### src/rtl/crr_ram.sv
// Generic single-port synchronous RAM with a registered read.
// No dependencies.
`timescale 1ns / 1ps

module crr_ram #(
    parameter int WIDTH = 8,
    parameter int DEPTH = 16
) (
    input  logic                                   i_clk,
    input  logic                                   i_we,
    input  logic                                   i_re,
    input  logic [((DEPTH > 1) ? $clog2(DEPTH) : 1)-1:0] i_addr,
    input  logic [WIDTH-1:0]                       i_wdata,
    output logic [WIDTH-1:0]                       o_rdata
);

    logic [WIDTH-1:0] r_mem [DEPTH];
    logic [WIDTH-1:0] r_rdata;

    always_ff @(posedge i_clk) begin
        if (i_we) begin
            r_mem[i_addr] <= i_wdata;
        end
        if (i_re) begin
            r_rdata <= r_mem[i_addr];
        end
    end

    assign o_rdata = r_rdata;

endmodule

### config.mk
export PLATFORM = sky130hd
export DESIGN_NAME = crr_ram
export DESIGN_NICKNAME = d
export VERILOG_FILES = /design/src/rtl/crr_ram.sv
export SDC_FILE = /design/constraint.sdc
export NUM_CORES = 1
export LEC_CHECK = 0
export BUFFER_PORTS_ARGS = -buffer_cell sky130_fd_sc_hd__buf_2
export CORE_ASPECT_RATIO = 0.7
export CORE_MARGIN = 5
export CORE_UTILIZATION = 57
export CTS_BUF_LIST = sky130_fd_sc_hd__clkbuf_2
export CTS_CLUSTER_DIAMETER = 40
export DETAILED_ROUTE_END_ITERATION = 8
export GPL_ROUTABILITY_DRIVEN = 1
export GPL_TIMING_DRIVEN = 0
export HOLD_SLACK_MARGIN = 0.03
export PLACE_DENSITY = 0.81
export SLEW_MARGIN = 15
export SYNTH_ARGS = -nofsm -noshare
export SYNTH_HDL_FRONTEND = slang
export SYNTH_SLANG_ARGS = --single-unit
### constraint.sdc
create_clock -name i_clk -period 1.4 [get_ports i_clk]
set_input_delay 0 -clock i_clk [delete_from_list [all_inputs] [get_ports i_clk]]
set_output_delay 0 -clock i_clk [all_outputs]
set_load 0.02 [all_outputs]
==> reports/metrics.yaml, run 1 <==
clock_tree:
  clk_pin_slew_ps: 180
  cts_buffers: 17
  tritoncts: "yes"
  post_cts_buffers: 0
  clock-sinks: 136
  ctsHtreeMaxLevel: 4
  root_buffer: "clkbuf_2"
  insertion_delay_ps: 640
  cts.path.max_buffers: 2
timing:
  fin_ws_ps: -47.82
  slew_violations: 0
  rsz0062_at_grt: "true"
  whs_ps: -9.897
  hold_violations: 9
  worst_clock_skew_ps: 26.29
  max_freq_ghz: 0.6907
  tns_ps: -125.5
  worstMarginPinSlew_ps: 899.6
  setup_violations: 7
  fin_crit_ps: 1448
  relSlewSlack_pct: 39.81
  fin_crit_sh_pct: 103.4
placement:
  place_ws_ps: -647.0
  dp.cells: 374
  place.gp.congestion: 0.7746
  place_hpwl_um: 6251
  portBuffers: 20
setup_path:
  cp.arrival_ps: 1830
  rr_worst_depth: 3
  worst_r2r_endpoint: "o_rdata[2]"
  cp_max_fo: 1
  worst_ep_required_time_ps: 1780
  r2r_slack_ps: -50
  reg2reg_from: "r_mem[3][2]"
  path_class: "flip-flop to flip-flop"
  cp-start-kind: "flip-flop"
  critPathCaptureType: "flip-flop"
detailed_routing:
  drt-wirelength-per-cell_um: 23.60
  drc: 0
  drtIter0Drc: 295
  vias: 2501
  viasPerCell: 5.955
  drt_wl_total_um: 9912
  antenna_left: 0
  drt-pass1-iter-count: 5
global_routing:
  grt_max_degree: 17
  grt_overflow: 0
  grt_pass1_vias: 2556
  antenna_found_initial: 0
  groute.usage.overall_pct: 20.19
  grt_pass1_wl_um: 15030
run_status:
  violations: "negative hold slack, negative setup slack"
  status: "complete, but fails checks"
hold_path:
  hold_class: "primary input to flip-flop"
  hold-path-endpoint: "r_mem[2][6]"
  hp-start: "i_addr[2]"
  hold_depth: 3
layout:
  fin_cells: 420
  num_antenna_cells: 0
  drive_gt1_share_pct: 32.77
  nNetsFinal: 300
  area.growth.synth_to_final_pct: 12.59
  n_fill_cell: 609
logic_synthesis:
  async_flop_share_pct: 0
  synth_largest_area_cell: "edfxtp_1"
  synthCells: 230
  syn-cell-area_sq_um: 5147
  avgSynthCellArea_sq_um: 22.38
  synth_flop_cell: "edfxtp_1"
  synth_most_common_cell: "edfxtp_1"
  syn_nets: 245
  synth_top_area_share_pct: 79.34
  synthTopCellsByArea: "edfxtp_1, mux4_2, a22oi_1"
  synth_edf_count: 136
  yosysWarningCount: 0
  yosysSeqAreaShare_pct: 79.34
  netlist_top_cells_count: "edfxtp_1, mux4_2, a22oi_1"
  ys_ff_latch: 136
  synth_cell_types: 17
die:
  row_count: 29
  initial_core_util_pct: 57.67
  die_x_um: 123.6
  dieArea_sq_um: 11060
  core_area_sq_um: 8926
  pin_count: 23
  dieHeight_um: 89.51
power_and_ir_drop:
  p_leak_nw: 1.845
  peakVddDrop_v: 0.0007246
  power_density_nw_per_um2: 1205
run:
  maxCapViolCount: 0
power by group:
part	internal, mW	leakage (nW)	switching [mW]
Clock	0.635	0.124	1.25
Sequential	4.58	1.24	0.0200
Combinational	0.204	0.485	0.297
Total	5.42	1.85	1.56
metrics by stage:
| step | utilization, % | cell area [sq um] | power [mW] |
|---|---|---|---|
| detailed placement | 60.67 | 5415 | 5.145 |
| finish | 64.93 | 5796 | 6.983 |
| CTS | 64.26 | 5736 | 7.007 |
| floorplan | - | 5155 | 4.952 |
| global placement | 60.61 | 5410 | 5.126 |
| global route | 64.93 | 5796 | 7.272 |
routing by layer:
layer  global-route usage (%)  share of wire (%)  vias to the layer above
met4                    7.538               0.99                        0
met2                    30.11                 48                      138
met1                    28.85                 43                     1272
met3                    5.946                8.6                       13
met5                        0                  0                        -
li1                         -                  -                     1078
cell usage in the layout, fill, tap and decap left out, drive strengths merged:
| cell | instances |
|---|---|
| a22oi | 16 |
| and2 | 1 |
| buf | 28 |
| bufinv | 1 |
| clkbuf | 26 |
| clkinv | 6 |
| dlygate4sd3 | 16 |
| edfxtp | 136 |
| mux4 | 32 |
| nand2 | 9 |
| nand2b | 2 |
| nand3 | 1 |
| nand3b | 2 |
| nor2 | 13 |
| nor2b | 2 |
| nor3 | 4 |
| or3b | 1 |
how the worst max path moves through the flow:
stage | end | slack, ps | from | cells past startpoint
floorplan | r_mem[12][0] | -40 | i_addr[1] | 3
global placement | r_mem[8][4] | -600 | i_addr[1] | 3
detailed placement | r_mem[6][2] | -650 | i_addr[1] | 4
CTS | o_rdata[2] | -60 | r_mem[3][2] | 3
global route | o_rdata[2] | -60 | r_mem[3][2] | 3
finish | o_rdata[2] | -50 | r_mem[3][2] | 3
cell families (layout without fill, tap and decap cells):
group | Yosys count | in the layout | share of synthesized area [%]
compound gates | 16 | 16 | 2.334
buf+inv | 11 | 77 | 1.167
flops | 136 | 136 | 79.34
mux | 32 | 32 | 14.00
simple gates | 35 | 35 | 3.160
worst max-delay path: stages, from the launching register on:
cell and delay (ps):
edfxtp_1 420, mux4_2 490, a22oi_2 190, nand2_1 90
timing repair:
action                     CTS  global route
gates resized for setup      2             6
pin swaps                    1             8
hold buffers                14             2
setup endpoints to repair    8             8
hold endpoints to repair   239            40
layout make-up:
type,instances,area (sq um),area share [%]
Clock buffer,23,115.1,1.986
Timing Repair Buffer,36,260.3,4.491
Clock inverter,7,55.05,0.9499
Sequential cell,136,4084,70.47
Buffer,11,60.06,1.036
Multi-Input combinational cell,83,1066,18.39
Tap cell,124,155.1,2.677
state kept, by name (all words and copies together), names as in the netlist:
register and flops:
r_mem 128, o_rdata 8
Power figures use the tool's default switching activity.
==> inputs of run 2 (changes only) <==
--- a/config.mk
+++ b/config.mk
@@ -17,5 +17,5 @@
 export HOLD_SLACK_MARGIN = 0.03
 export PLACE_DENSITY = 0.81
-export SLEW_MARGIN = 15
+export SLEW_MARGIN = 20
 export SYNTH_ARGS = -nofsm -noshare
 export SYNTH_HDL_FRONTEND = slang
==> constraint.sdc (replaced) <==
create_clock -name i_clk -period 1.4 [get_ports i_clk]
set_input_delay 0.07 -clock i_clk [delete_from_list [all_inputs] [get_ports i_clk]]
set_output_delay 0.07 -clock i_clk [all_outputs]
set_load 0.02 [all_outputs]
==> run 2 against run 1 <==
- the run ends with negative setup slack left
- critical path type is now primary input to flip-flop
- wire length rose by 5.6%
- clock power rose by 55%
- fmax fell by 2.7%
- sequential cell count did not move
- count of clock-buffer cells in the layout fell by 6
- via count rose by 1.9%
- clock skew fell by 12 ps
==> reports/metrics.yaml, run 2 (synthesis results as in run 1) <==
run_status:
  status: "complete, but fails checks"
  violations: "negative setup slack"
die:
  dieHeight_um: 89.51
  initial_core_util_pct: 57.67
  row_count: 29
  core_area_sq_um: 8926
  die_x_um: 123.6
  pin_count: 23
  dieArea_sq_um: 11060
placement:
  portBuffers: 20
  place_hpwl_um: 6425
  place.gp.congestion: 0.7896
  placed_cell_area_sq_um: 5435
timing:
  worst_clock_skew_ps: 14.77
  fin_ws_ps: -87.25
  fin_crit_ps: 1487
  hold_violations: 0
  max_freq_ghz: 0.6724
  worstMarginPinSlew_ps: 880.4
  slew_violations: 0
  rsz0062_at_grt: "true"
  relSlewSlack_pct: 41.09
  setup_violations: 23
  whs_ps: 87.48
  fin_crit_sh_pct: 106.2
clock_tree:
  hold_buffers: 18
  clock-sinks: 136
  ctsHtreeMaxLevel: 4
  insertion_delay_ps: 670
  cts.path.max_buffers: 2
  cts_buffers: 17
  clk_pin_slew_ps: 190
  root_buffer: "clkbuf_2"
  tritoncts: "yes"
  post_cts_buffers: 0
hold_path:
  hold_class: "primary input to flip-flop"
layout:
  num_antenna_cells: 0
  design_area_sq_um: 6043
  largest_reg_flops: 128
  drive_gt1_share_pct: 39.00
  largest-register: "r_mem"
  final_common_cell: "edfxtp_1"
  area.growth.synth_to_final_pct: 17.40
  layout_common_cells: "edfxtp_1, mux4_2, clkbuf_2, dlygate4sd3_1, buf_2"
  nNetsFinal: 302
setup_path:
  path_class: "primary input to flip-flop"
  critPathCaptureType: "flip-flop"
  cp_max_fo: 10
  path_delay_family: "simple AND/OR/NAND/NOR gates"
  cpPeakStageDelay_ps: 680
  cp-start-kind: "primary input"
  critPathSlowestCell: "nor2_1"
  crit_buf_inv: 2
  worst_ep_required_time_ps: 1720
  path_cells: "buf_2 -> buf_1 -> nand2_1 -> nor2_1"
  cp.arrival_ps: 1810
detailed_routing:
  drt-wirelength-per-cell_um: 24.69
  wl_met3_um: 797
  drt_wl_total_um: 10470
  wl_met1_um: 4317
  drc: 0
  viasPerCell: 6.012
  drtIter0Drc: 298
  drt-pass1-iter-count: 4
  routed-wl-met2_um: 5225
  vias: 2549
  antenna_left: 0
  top_layer: "met4"
global_routing:
  grt_max_degree: 17
  antenna_found_initial: 0
  grt_pass1_vias: 2617
  grt_overflow: 0
  grt_pass1_wl_um: 15990
  groute.usage.overall_pct: 21.48
power_and_ir_drop:
  pwr-share-seq_pct: 57.2
  intPower_mw: 6.320
  p_comb_share_pct: 6.7
  peakVddDrop_v: 0.001158
  p_leak_nw: 1.924
  power_density_nw_per_um2: 1333
  pwr-share-clk_pct: 36.1
  switching_power_mw: 1.733
  swShare_pct: 21.52
run:
  maxCapViolCount: 0
run 2: cell count changes in the layout (fill, tap and decap cells not counted), sizes merged:
cell         previous run  this run
bufinv                  1         6
clkbuf                 26        20
clkinv                  6         9
dlygate4sd3            16        18
run 2: metrics by stage:
stage	total power [mW]	instances	setup WS (ps)	TNS (ps)	utilization (%)
CTS	8.055	424	-42.32	-196.3	67.07
finish	8.053	424	-87.25	-1317	67.70
global placement	5.125	374	-660.2	-64530	60.72
global route	8.313	424	-129.8	-2251	67.70
detailed placement	5.153	374	-707.4	-65490	60.89
floorplan	4.955	230	-108.1	-8062	-
run 2: path summary, 6_finish.rpt:
path               start      endpoint  slack, ps  cells past startpoint
max            i_addr[1]  r_mem[11][4]        -90                      4
max reg2reg  r_mem[3][6]    o_rdata[6]        -50                      3
min reg2reg  r_mem[2][1]    o_rdata[1]        800                      3
min            i_addr[2]   r_mem[1][6]         90                      3
run 2: final cells by class:
type | instances | area [sq um]
multi-input combinational | 83 | 1116
sequential | 136 | 4084
clock inverter | 15 | 231.5
fill | 569 | 2883
buffer | 11 | 60.06
clock buffer | 17 | 85.08
timing repair buffer | 38 | 311.5
tap | 124 | 155.1
run 2: per-layer routing:
layer	global-route usage [%]	vias to the layer above
met5	0	-
li1	-	1087
met1	30.08	1335
met4	6.734	0
met2	33.01	112
met3	6.705	15
run 2: worst min-delay path, delay by kind of cell:
| family | cells | cell delay (ps) |
|---|---|---|
| buffers and inverters | 1 | 170 |
| AND/OR/NAND/NOR | 2 | 350 |
run 2: power by group through the flow:
stage	Clock [mW]	Combinational (mW)	Sequential (mW)
6_report	2.91	0.541	4.61
3_5_place_dp	0	0.457	4.70
2_1_floorplan	0	0.238	4.72
4_1_cts	2.93	0.517	4.60
3_3_place_gp	0	0.438	4.69
5_1_grt	3.12	0.577	4.61
run 2: repair_timing:
| item | CTS | global route |
|---|---|---|
| pin swaps | 6 | 10 |
| setup endpoints to repair | 7 | 69 |
| hold endpoints to repair | 204 | 29 |
| gates resized for setup | 11 | 18 |
